<file path="src/hw/rtl/gmvk_pkg.sv">
// ============================================================================
// gmvk_pkg
// Shared types, constants and helpers of the group membership view keeper.
// ============================================================================
`default_nettype none

package gmvk_pkg;

    // Table sizes and field widths.
    localparam int VIEW_SLOTS    = 64;
    localparam int PENDING_SLOTS = 128;
    localparam int ID_BITS       = 32;
    localparam int POS_FRAC_BITS = 16;
    localparam int POS_BITS      = POS_FRAC_BITS + 1;
    localparam int AGE_BITS      = 16;
    localparam int GRP_BITS      = 16;
    localparam int REPL_BITS     = 11;
    localparam int MAX_GROUPS    = 32768;

    localparam int VIEW_AW  = $clog2(VIEW_SLOTS);
    localparam int PEND_AW  = $clog2(PENDING_SLOTS);
    localparam int VCNT_W   = $clog2(VIEW_SLOTS + 1);
    localparam int PCNT_W   = $clog2(PENDING_SLOTS + 1);
    localparam int PROD_W   = GRP_BITS + POS_BITS;
    localparam int GSUM_W   = PROD_W - POS_FRAC_BITS + 1;

    // Record queue between the front and back parts.
    localparam int QUEUE_DEPTH = 4;
    localparam int QUEUE_AW    = $clog2(QUEUE_DEPTH);
    localparam int QCNT_W      = $clog2(QUEUE_DEPTH + 1);

    // Configuration port.
    localparam int CFG_IDX_W  = 3;
    localparam int CFG_DATA_W = 32;
    localparam logic [CFG_IDX_W-1:0] CFG_NODE_ID   = 3'd0;
    localparam logic [CFG_IDX_W-1:0] CFG_NODE_POS  = 3'd1;
    localparam logic [CFG_IDX_W-1:0] CFG_REPL_MIN  = 3'd2;
    localparam logic [CFG_IDX_W-1:0] CFG_REPL_MAX  = 3'd3;
    localparam logic [CFG_IDX_W-1:0] CFG_AGE_LIMIT = 3'd4;

    localparam logic [AGE_BITS-1:0] AGE_MAX = {AGE_BITS{1'b1}};

    // Input beat.
    typedef struct packed {
        logic                action;
        logic [ID_BITS-1:0]  peer_id;
        logic [POS_BITS-1:0] peer_position;
        logic [AGE_BITS-1:0] peer_age;
        logic [GRP_BITS-1:0] peer_group_count;
        logic                last_record;
    } t_in;

    // Result beat.
    typedef struct packed {
        logic [GRP_BITS-1:0] group_count;
        logic [GRP_BITS-1:0] group_index;
        logic [VCNT_W-1:0]   view_size;
        logic                recovered;
        logic                request_local_view;
        logic                view_overflow;
    } t_out;

    // Classified record as it sits in the queue.
    typedef struct packed {
        logic                is_local;
        logic [ID_BITS-1:0]  id;
        logic [POS_BITS-1:0] pos;
        logic [AGE_BITS-1:0] age;
        logic [GRP_BITS-1:0] pgc;
        logic                last;
    } t_rec;

    // One table entry, view or pending.
    typedef struct packed {
        logic [ID_BITS-1:0]  id;
        logic [POS_BITS-1:0] pos;
        logic [AGE_BITS-1:0] age;
    } t_entry;

    localparam int ENTRY_W = $bits(t_entry);

    // Configuration register file.
    typedef struct packed {
        logic [ID_BITS-1:0]   node_id;
        logic [POS_BITS-1:0]  node_position;
        logic [REPL_BITS-1:0] replication_min;
        logic [REPL_BITS-1:0] replication_max;
        logic [AGE_BITS-1:0]  age_limit;
    } t_cfg;

    // Queue handshake toward the back part.
    typedef struct packed {
        logic valid;
        t_rec rec;
    } t_queue_head;

    typedef enum logic [4:0] {
        ST_IDLE,
        ST_AGE_RD,
        ST_AGE_WR,
        ST_GRP,
        ST_MERGE,
        ST_FIND_RD,
        ST_FIND_CHK,
        ST_TAIL,
        ST_OWN_MUL,
        ST_OWN_SET,
        ST_CL_RD,
        ST_CL_MUL,
        ST_CL_CHK,
        ST_POST,
        ST_RA_RD,
        ST_RA_MUL,
        ST_RA_CHK,
        ST_OUT
    } t_state;

    typedef enum logic [1:0] {
        KIND_REC_A,
        KIND_REC_B,
        KIND_GOSSIP
    } t_kind;

    // Group of a position from the product groups * position: ceiling,
    // at least one, saturated to the group field.
    function automatic logic [GRP_BITS-1:0] group_of(input logic [PROD_W-1:0] prod);
        logic [PROD_W:0]   s;
        logic [GSUM_W-1:0] g;
        s = {1'b0, prod} + (PROD_W+1)'((1 << POS_FRAC_BITS) - 1);
        g = s[PROD_W:POS_FRAC_BITS];
        if (g == '0) begin
            return GRP_BITS'(1);
        end else if (|g[GSUM_W-1:GRP_BITS]) begin
            return {GRP_BITS{1'b1}};
        end else begin
            return g[GRP_BITS-1:0];
        end
    endfunction

    // Doubling of the group count, saturated at the largest count.
    function automatic logic [GRP_BITS-1:0] doubled(input logic [GRP_BITS-1:0] g);
        logic [GRP_BITS:0] d;
        d = {g, 1'b0};
        if (d > (GRP_BITS+1)'(MAX_GROUPS)) begin
            return GRP_BITS'(MAX_GROUPS);
        end else begin
            return d[GRP_BITS-1:0];
        end
    endfunction

endpackage

`default_nettype wire

</file>
<file path="src/hw/rtl/gmvk_front.sv">
// ============================================================================
// gmvk_front
// Accepts input beats, classifies them and queues them for the back part.
// ============================================================================
`default_nettype none

module gmvk_front (
    input  wire logic           i_clk,
    input  wire logic           i_rst_n,
    input  wire logic           i_in_valid,
    output logic                o_in_stall,
    input  wire gmvk_pkg::t_in  i_in_data,
    output gmvk_pkg::t_queue_head o_head,
    input  wire logic           i_pop
);

    gmvk_pkg::t_rec                    r_q [gmvk_pkg::QUEUE_DEPTH];
    logic [gmvk_pkg::QUEUE_AW-1:0]     r_wr;
    logic [gmvk_pkg::QUEUE_AW-1:0]     r_rd;
    logic [gmvk_pkg::QCNT_W-1:0]       r_cnt;
    logic                              push;
    logic                              pop;
    gmvk_pkg::t_rec                    rec;

    // Classify: clamp the sender's group count, rename the action.
    always_comb begin
        rec.is_local = i_in_data.action;
        rec.id       = i_in_data.peer_id;
        rec.pos      = i_in_data.peer_position;
        rec.age      = i_in_data.peer_age;
        rec.last     = i_in_data.last_record;
        if (i_in_data.peer_group_count > gmvk_pkg::GRP_BITS'(gmvk_pkg::MAX_GROUPS)) begin
            rec.pgc = gmvk_pkg::GRP_BITS'(gmvk_pkg::MAX_GROUPS);
        end else begin
            rec.pgc = i_in_data.peer_group_count;
        end
    end

    assign o_in_stall   = (r_cnt == gmvk_pkg::QCNT_W'(gmvk_pkg::QUEUE_DEPTH));
    assign push         = i_in_valid && !o_in_stall;
    assign pop          = i_pop && o_head.valid;
    assign o_head.valid = (r_cnt != '0);
    assign o_head.rec   = r_q[r_rd];

    // Queue pointers.
    always_ff @(posedge i_clk) begin
        if (!i_rst_n) begin
            r_wr  <= '0;
            r_rd  <= '0;
            r_cnt <= '0;
        end else begin
            if (push) begin
                r_wr <= r_wr + 1'b1;
            end
            if (pop) begin
                r_rd <= r_rd + 1'b1;
            end
            r_cnt <= r_cnt + gmvk_pkg::QCNT_W'(push) - gmvk_pkg::QCNT_W'(pop);
        end
    end

    // Queue storage.
    always_ff @(posedge i_clk) begin
        if (push) begin
            r_q[r_wr] <= rec;
        end
    end

    a_pop_nonempty: assert property (@(posedge i_clk) disable iff (!i_rst_n)
        i_pop |-> o_head.valid)
        else $error("record popped from an empty queue");
    a_count_bound: assert property (@(posedge i_clk) disable iff (!i_rst_n)
        r_cnt <= gmvk_pkg::QCNT_W'(gmvk_pkg::QUEUE_DEPTH))
        else $error("queue count above depth");
    a_ptr_gap: assert property (@(posedge i_clk) disable iff (!i_rst_n)
        (r_cnt == '0) |-> (r_wr == r_rd))
        else $error("empty queue with unequal pointers");

endmodule

`default_nettype wire

</file>
<file path="config.mk">
export PLATFORM = sky130hd
export DESIGN_NAME = gmvk_front
export DESIGN_NICKNAME = d
export VERILOG_FILES = /design/src/hw/rtl/gmvk_pkg.sv /design/src/hw/rtl/gmvk_front.sv
export SDC_FILE = /design/constraint.sdc
export NUM_CORES = 1
export LEC_CHECK = 0
export ABC_CLOCK_PERIOD_IN_PS = 3450
export BUFFER_PORTS_ARGS = -buffer_cell sky130_fd_sc_hd__buf_2
export CORE_AREA = 5 5 231 233
export CTS_CLUSTER_DIAMETER = 150
export DETAILED_ROUTE_END_ITERATION = 12
export DIE_AREA = 0 0 236 238
export PLACE_DENSITY = 0.39
export SYNTH_ARGS = -nofsm -noshare
export SYNTH_HDL_FRONTEND = slang
export SYNTH_SLANG_ARGS = --single-unit
</file>
<file path="constraint.sdc">
create_clock -name i_clk -period 3.45 [get_ports i_clk]
set_input_delay 0.345 -clock i_clk [delete_from_list [all_inputs] [get_ports i_clk]]
set_output_delay 0.345 -clock i_clk [all_outputs]
set_load 0.01 [all_outputs]
</file>
### Yosys cells after proc, flatten, opt, wreduce, memory -nomap -nowiden

Memory sizes are Yosys's and may differ from the RTL's. A register that Yosys moved wholly into a read port is not among the register bits.
Cells that the tools add are included.

* memory bits (writable): 332
* bits of input ports: 87
* bits in registers: 7
* memory bits (read-only): 0
* memories kept: 1
* bits in latches: 0
* output and inout bits: 85
* logic and storage cells: 19

Memory list
* r_q: words 4, width 83, rd ports 1, clocked after Yosys merged registers in 1, write ports 1, RTL line gmvk_front.sv:17 `gmvk_pkg::t_rec r_q [gmvk_pkg::QUEUE_DEPTH];`

* bitwise gates (word level): 0
* add/subtract/negate cells: 4
* magnitude comparators: 1
* reductions and logical operators: 4
* equal/unequal tests: 1
* multiply operators: 0
* mux-type cells: 5
* div/mod/pow operators: 0
* shifts and indexed selects: 0

Operator list (count)
* $gt A16 B16 Y1 const B: 1
* $mux W16: 1
* $add A2 B1 Y2 const B: 2
* $mux W2: 2
* $add A3 B1 Y3: 1
* $eq A3 B3 Y1 const B: 1
* $reduce_bool A3 Y1: 1
* $sub A3 B1 Y3: 1
* $logic_and A1 B1 Y1: 2
* $mux W1: 2
* $logic_not A1 Y1: 1

### Logic depth before layout (Yosys ltp)

Gate-level depths: netlist of run 1.

* depth in word-level cells: 5
* mapped depth: 12
* gate-level depth less buffers: 11

### Least setup slack after synthesis of run 1

Ideal clock, no wire load.

* path type: register to register
* start: reg r_cnt[1] (netlist bit)
* end: mem r_q[0][0] (netlist bit), enable pin
* data arrival time: 2.748 ns
* path buffers: 1
* stages on the path, launching flop included: 5
* slack: 0.251 ns
* setup time: 0.451 ns
* clock period less this slack: 3.199 ns
* required time: 2.999 ns
* cells stage by stage: dfxtp_1 nor3b_2 nor2b_1 buf_2 and2_1

* longest elaborated chain between the ends: 5

Ends and longest elaborated chain
* start: declaration: RTL line gmvk_front.sv:20 `logic [gmvk_pkg::QCNT_W-1:0] r_cnt;`
* start signal: assignment: RTL line gmvk_front.sv:58 `r_cnt <= r_cnt + gmvk_pkg::QCNT_W'(push) - gmvk_pkg::QCNT_W'(pop);`
* $eq A3 B3 Y1: RTL line gmvk_front.sv:39 `assign o_in_stall = (r_cnt == gmvk_pkg::QCNT_W'(gmvk_pkg::QUEUE_DEPTH));`
* net o_in_stall: RTL line gmvk_front.sv:11 `output logic o_in_stall,`
* $logic_not A1 Y1: RTL line gmvk_front.sv:40 `assign push = i_in_valid && !o_in_stall;`
* $logic_and A1 B1 Y1: RTL line gmvk_front.sv:40
* $mux W1: RTL line gmvk_front.sv:64 `if (push) begin`
* $mux W1 (not written as such): RTL line gmvk_front.sv:65 `r_q[r_wr] <= rec;`
* end: declaration: RTL line gmvk_front.sv:17

The timed path passes the listed nets, and every way through them passes these cells.

==> qor.txt, run 1 <==
=====================================================================================
Final min period                                                              2.72 ns
Standard cell core area                                                   51000 sq um
Total GRT Usage                                                                 0.103
Number of endpoints failing setup at the final stage                                0
Row count                                                                          83
Gate count of the mapped netlist                                                  498
Antenna-violating nets left                                                         0
Xor and xnor fraction of the mapped netlist area                              0.00279
Final standard cell count with taps included and fillers excluded                1480
Clock latency on the worst-skew pair                                          0.54 ns
Pre-Repair DR Iteration Count                                                       4
Initial cell density of the core                                                0.246
DP Wirelength                                                            17500 microns
Count of pins over their slew limit                                                 0
Number of global-route vias before repair                                        6852
Avg Synthesized Cell Area                                                  25.2 sq um
Initial antenna violation count                                                     0
DRC violations left                                                                 0
Unrepaired setup endpoints after global routing                                 false
Yosys warns                                                                         0
Clock tree from TritonCTS                                                        done
Boundary Pins                                                                     172
Delay contributed by the slowest stage of the critical path                   0.72 ns
Critical path arrival                                                         2.38 ns
Die H                                                                     238 microns
Final critical-path setup slack                                              0.729 ns
Highest attainable clock frequency                                            367 MHz
Startpoint types                                                            flip-flop
Series of cell instances along the critical path                         buf_12 > mux4_2 > buf_2
Wire length reported by the detailed router                              29000 microns
Area fraction in compound gates after synthesis                               0.00139
Total clock buffers created by CTS                                                 41
Combinational family with the most area after synthesis                  multiplexers
Register area share after synthesis                                             0.808
Full die area                                                             56200 sq um
Critical-path top delay cell                                             sky130_fd_sc_hd__dfxtp_4
Detailed router's first-iteration violation count                                 232
Commonest cells after routing, fill and taps aside                       sky130_fd_sc_hd__edfxtp_1, sky130_fd_sc_hd__buf_2, sky130_fd_sc_hd__mux4_2, sky130_fd_sc_hd__dlygate4sd3_1, sky130_fd_sc_hd__clkbuf_16
Outcome                                                                  complete, no violations
Filler Cells Inserted                                                            4883
Cell family with most CP delay                                             flip-flops
Maximum buffer depth of the clock tree                                              3
Pin count of the biggest net entering global routing                               44
X dimension of the die                                                    236 microns
Inserted Diodes                                                                     0
Peak fanout along the critical path                                                28
Max-cap violations                                                                  0
Final hold vios                                                                     0
FF/Latch Area                                                             10200 sq um
Setup skew after layout                                                    0.00764 ns
Fraction of final layout cells sized beyond drive strength 1                    0.415
Relative slew margins                                                           0.621
Pin slew with the least headroom to its limit                                0.568 ns
DR vias/cell                                                                     4.03
Placer Congestion                                                               0.665
Worst VDD drop                                                             0.000299 V
Clock tree root driver cell                                              sky130_fd_sc_hd__clkbuf_16
Layout Nets                                                                       862
Area growth syn-to-layout                                                       29.9%
IO Port Bufs                                                                      171
CTS clk-pin slew, worst paths                                                 0.05 ns
Most frequent standard cell in the layout excluding fill and tap cells   sky130_fd_sc_hd__edfxtp_1
Yosys reg bits                                                                    341
Critical path type                                                       flip-flop to primary output
Area occupied by multi-input gates                                         2240 sq um
Portion of netlist area occupied by mux cells                                   0.150
Static leakage power                                                          5.43 nW
PwrDens                                                                   735 nW/um^2
Design area                                                               16300 sq um
Total via count after detailed routing                                           5962
Post-synthesis adder-cell area fraction                                       0.00757
Number of cells after detailed placement                                         1340
Count of different cell masters after synthesis                                    18
CP Data Required Time                                                         3.11 ns
Wire length of the first global-routing pass                             43700 microns
Drt wl/cell                                                              19.6 microns
Net count after synthesis                                                         592
Class of the tightest hold or removal check                              input pin to flip-flop
Worst slack, placed                                                          0.840 ns
Total global routing overflow                                                       0
Setup Total Neg Slack                                                            0 ns
Post-synthesis share of cell area spent on and, or, nand and nor gates         0.0156
Number of levels the H-tree was split into                                          2
Summed instance area of the synthesized netlist                           12600 sq um
Tcrit/Tclk final                                                                0.789
Post-route core utilization                                                     0.320
Cell Area, Placed                                                         14300 sq um
Type of element capturing the critical path                              primary output
Sinks on the clock net                                                            341
Number of buffers and inverters on the critical path                                2
=====================================================================================
==> path summary, 6_finish.rpt <==
kind	cells after the start	slack, ns	endpoint	start
max	3	0.73	o_head[65]	flip-flop
min	1	0.05	r_q[1][19]$_DFFE_PP_	i_in_data[19]
max reg2reg	11	0.86	r_cnt[2]$_SDFF_PN0_	r_cnt[1]$_SDFF_PN0_
min reg2reg	2	0.51	r_wr[1]$_SDFFE_PN0P_	r_wr[1]$_SDFFE_PN0P_
==> Yosys cell counts <==
library cell               instances  area share
sky130_fd_sc_hd__and2_1            7      0.0035
sky130_fd_sc_hd__buf_2            10      0.0040
sky130_fd_sc_hd__buf_6             8      0.0072
sky130_fd_sc_hd__clkbuf_1          4      0.0012
sky130_fd_sc_hd__dfxtp_1           9       0.014
sky130_fd_sc_hd__edfxtp_1        332        0.79
sky130_fd_sc_hd__fa_1              1      0.0016
sky130_fd_sc_hd__ha_1              6      0.0060
sky130_fd_sc_hd__inv_1             5      0.0015
sky130_fd_sc_hd__mux2i_1           2      0.0016
sky130_fd_sc_hd__mux4_2           83        0.15
sky130_fd_sc_hd__nand2_1           4      0.0012
sky130_fd_sc_hd__nor2b_1          19      0.0095
sky130_fd_sc_hd__nor3b_2           1      0.0010
sky130_fd_sc_hd__o311ai_1          1     0.00070
sky130_fd_sc_hd__o31a_1            1     0.00070
sky130_fd_sc_hd__or3_1             1     0.00050
sky130_fd_sc_hd__xnor2_1           4      0.0028
==> metal layers <==
layer,GRT usage,wire [microns],share of wire,vias up
met5,0,0,0,-
met2,0.167,14000,0.48,142
met1,0.133,12600,0.43,3118
met4,0.0301,640,0.022,0
li1,-,-,-,2659
met3,0.0328,1760,0.061,43
==> worst reg2reg max path: stages, from the launching register on <==
cell,delay [ns]
sky130_fd_sc_hd__dfxtp_1,0.47
sky130_fd_sc_hd__nor3b_2,0.10
sky130_fd_sc_hd__nor2b_1,0.44
sky130_fd_sc_hd__inv_1,0.10
sky130_fd_sc_hd__ha_1,0.30
sky130_fd_sc_hd__inv_1,0.06
sky130_fd_sc_hd__ha_1,0.13
sky130_fd_sc_hd__inv_1,0.05
sky130_fd_sc_hd__fa_1,0.40
sky130_fd_sc_hd__xnor2_1,0.15
sky130_fd_sc_hd__xnor2_1,0.13
sky130_fd_sc_hd__and2_1,0.16
==> where the power goes <==
| part | switching (W) | leakage, nW | internal (W) | total [W] |
|---|---|---|---|---|
| combinational | 0.00128 | 1.65 | 0.00119 | 0.00247 |
| sequential | 0.000200 | 3.13 | 0.00502 | 0.00522 |
| clock | 0.00165 | 0.646 | 0.00264 | 0.00429 |
==> cell type report <==
class,count,share of cell area
multi-input cells,130,0.138
repair buffers,249,0.104
inverters,5,0.00115
flip-flops and latches,341,0.623
well taps,680,0.0522
clock buffers,50,0.0650
clock inverters,25,0.0174
==> stage by stage <==
step           hold slack (ns)  total power, W
4_1_cts                0.00180          0.0123
3_3_place_gp             0.478         0.00778
2_1_floorplan            0.444         0.00681
3_5_place_dp             0.504         0.00784
6_report                0.0495          0.0120
5_1_grt                 0.0203          0.0126
==> cells by family (layout without fill, tap and decap cells) <==
| group | after synthesis | in the layout |
|---|---|---|
| AND/OR/NAND/NOR | 32 | 32 |
| multiplexers | 85 | 85 |
| flip-flops | 341 | 341 |
| AO/OA/AOI/OAI | 2 | 2 |
| adder cells (fa/ha/maj) | 7 | 7 |
| XOR/XNOR | 4 | 4 |
| buffers and inverters | 27 | 329 |
==> registers in the layout, summed over array words and instances (netlist names), named ones only <==
name	count
r_rd	2
r_q	332
r_cnt	3
r_wr	2
==> timing repair <==
| action | 4_1_cts | 5_1_grt |
|---|---|---|
| gates resized for setup | 0 | 0 |
| hold endpoints to repair | 251 | 0 |
| hold buffers | 65 | 0 |
| buffers inserted | 0 | 0 |
Power figures use the tool's default switching activity.
==> run 2, diff against run 1 <==
ABC_CLOCK_PERIOD_IN_PS = 2200   (was 3450)
PLACE_DENSITY = 0.4   (was 0.39)
clock period = 2.2 ns   (was 3.45 ns; I/O delays follow)
==> run 2 against run 1 <==
Clock power rose by 42%. Clock skew is 0.0012 ns higher. Sequential cell count stayed put. Largest cell class unchanged. Critical endpoint is now o_head[53]. Sequential power grew 55%. Setup slack lost 0.72 ns. Global-route usage is 0.40 points lower. Power up 61%. Die area unchanged. Register-to-register slack got worse by 0.81 ns. Non-clock buffer count grew 49. Critical path depth grew 1. Design area increased by 4.9%.
==> qor.txt, run 2 (synthesized netlist as in run 1, its figures left out) <==
=====================================================================================
Sinks on the clock net                                                            341
Number of endpoints failing setup at the final stage                                0
Initial antenna violation count                                                     1
Maximum buffer depth of the clock tree                                              3
Total via count after detailed routing                                           6178
Series of cell instances along the critical path                         buf_12 > clkbuf_16 > mux4_2 > buf_2
Registers with the highest flip-flop counts                              r_q (332), r_cnt (3)
Number of global-route vias before repair                                        6960
Peak fanout along the critical path                                                 6
DP Wirelength                                                            17300 microns
Hold endpoint                                                            r_q[0][3]$_DFFE_PP_
R2r setup slk                                                                 0.05 ns
Worst VDD drop                                                             0.000672 V
Layout Nets                                                                       910
Cell family with most CP delay                                           buffers and inverters
Delay contributed by the slowest stage of the critical path                   0.52 ns
Count of pins over their slew limit                                                 0
Worst flop-to-flop path endpoint                                         r_cnt[2]$_SDFF_PN0_
Number of levels the H-tree was split into                                          2
Row count                                                                          83
Tcrit/Tclk final                                                                0.994
Pin count of the biggest net entering global routing                               27
Number of flip-flops in the largest register                                      332
Most frequent standard cell in the layout excluding fill and tap cells   sky130_fd_sc_hd__edfxtp_1
Placer Congestion                                                               0.713
Clock tree from TritonCTS                                                        done
Critical path arrival                                                         1.97 ns
CTS clk-pin slew, worst paths                                                 0.06 ns
Worst Min Path Start                                                     i_in_data[3]
Unrepaired setup endpoints after global routing                                  true
Boundary Pins                                                                     172
Startpoint types                                                            flip-flop
Number of buffers and inverters on the critical path                                3
Antenna-violating nets left                                                         0
Final min period                                                              2.19 ns
Critical path type                                                       flip-flop to primary output
Pre-Repair DR Iteration Count                                                       4
Die H                                                                     238 microns
Standard cell core area                                                   51000 sq um
Area growth syn-to-layout                                                       36.3%
Final hold vios                                                                     0
Commonest cells after routing, fill and taps aside                       sky130_fd_sc_hd__edfxtp_1, sky130_fd_sc_hd__buf_2, sky130_fd_sc_hd__mux4_2, sky130_fd_sc_hd__dlygate4sd3_1, sky130_fd_sc_hd__clkbuf_16
Initial cell density of the core                                                0.246
Detailed router's first-iteration violation count                                 251
Levels on crit path                                                                 4
Fraction of final layout cells sized beyond drive strength 1                    0.452
Static leakage power                                                          5.79 nW
Hold-critical path depth                                                            2
Cell Area, Placed                                                         14500 sq um
Critical-path top delay cell                                             sky130_fd_sc_hd__mux4_2
IO Port Bufs                                                                      171
Type of element capturing the critical path                              primary output
Wire length of the first global-routing pass                             42500 microns
Reg2Reg Depth                                                                       9
Total clock buffers created by CTS                                                 39
Total GRT Usage                                                                0.0989
Setup skew after layout                                                    0.00884 ns
Highest attainable clock frequency                                            457 MHz
Class of the tightest hold or removal check                              input pin to flip-flop
Filler Cells Inserted                                                            4819
Clock tree root driver cell                                              sky130_fd_sc_hd__clkbuf_16
Relative slew margins                                                           0.665
Total global routing overflow                                                       0
CP Data Required Time                                                         1.98 ns
Design area                                                               17100 sq um
PwrDens                                                                  1130 nW/um^2
Drt wl/cell                                                              19.0 microns
Full die area                                                             56200 sq um
Wire length reported by the detailed router                              29000 microns
DR vias/cell                                                                     4.06
Worst slack, placed                                                        -0.0250 ns
Outcome                                                                  complete, no violations
Final Total Pwr                                                              0.0193 W
Max-cap violations                                                                  0
Clock latency on the worst-skew pair                                          0.53 ns
Biggest register                                                                  r_q
Pin slew with the least headroom to its limit                                0.502 ns
DRC violations left                                                                 0
Final critical-path setup slack                                             0.0128 ns
Worst reg2reg startpoint                                                 r_cnt[2]$_SDFF_PN0_
X dimension of the die                                                    236 microns
=====================================================================================
run 2: cell types whose count changed in the layout (fill, tap and decap cells not counted), moves of 2 or more:
cell and change:
sky130_fd_sc_hd__bufinv_16 -4, sky130_fd_sc_hd__buf_16 +5, sky130_fd_sc_hd__dfxtp_1 -3, sky130_fd_sc_hd__buf_12 +10, sky130_fd_sc_hd__buf_6 +36, sky130_fd_sc_hd__dlygate4sd3_1 +3
sky130_fd_sc_hd__clkinvlp_4 -2, sky130_fd_sc_hd__clkbuf_16 +5, sky130_fd_sc_hd__buf_2 -35, sky130_fd_sc_hd__clkbuf_1 -3, sky130_fd_sc_hd__buf_4 +25, sky130_fd_sc_hd__dfxtp_2 +3
run 2: how the worst max path moves through the flow:
stage / start / end / slack, ns
6_report: flip-flop / o_head[53] / 0.01
3_3_place_gp: r_cnt[2]$_SDFF_PN0_ / r_cnt[2]$_SDFF_PN0_ / 0.07
5_1_grt: flip-flop / o_head[58] / -0.07
2_1_floorplan: r_cnt[2]$_SDFF_PN0_ / r_q[0][0]$_DFFE_PP_ / -0.03
3_5_place_dp: r_cnt[2]$_SDFF_PN0_ / r_cnt[2]$_SDFF_PN0_ / -0.02
4_1_cts: flip-flop / o_head[6] / -0.10
run 2: routing by layer:
| metal | track usage | share of wire |
|---|---|---|
| met3 | 0.0287 | 0.058 |
| met2 | 0.168 | 0.50 |
| met1 | 0.121 | 0.42 |
| met5 | 0 | 0 |
| met4 | 0.0357 | 0.023 |
run 2: final cells by class:
cell class,count,area [sq um],share of cell area
flip-flops and latches,341,10200,0.594
repair buffers,298,2600,0.152
multi-input cells,131,2270,0.133
clock buffers,47,1050,0.0613
well taps,680,851,0.0497
clock inverters,20,154,0.00899
inverters,5,18.8,0.00110
diodes,1,2.50,0.000146
run 2: repair_timing:
action                                  CTS  global route
endpoints found under the hold margin   276             0
buffers inserted                          9            21
hold buffers                             68             0
gates resized for setup                  10            48
endpoints found under the setup margin   75           369
pin swaps                                 0             7
gates cloned                              2             6
run 2: metrics by stage:
step           hold slack (ns)  cells  TNS (ns)   util
6_report                 0.106   1523         0  0.336
3_3_place_gp             0.427   1349         0  0.285
3_5_place_dp             0.437   1349   -0.0250  0.285
4_1_cts                 0.0501   1495     -4.54  0.326
5_1_grt                 0.0776   1522     -4.98  0.336
2_1_floorplan            0.319    498    -10.36      -
run 2: power breakdown:
group	internal, W	switching, W	leakage (nW)
clock network	0.00362	0.00247	0.590
logic	0.00281	0.00237	2.08
registers	0.00788	0.000194	3.13
total	0.0143	0.00503	5.79
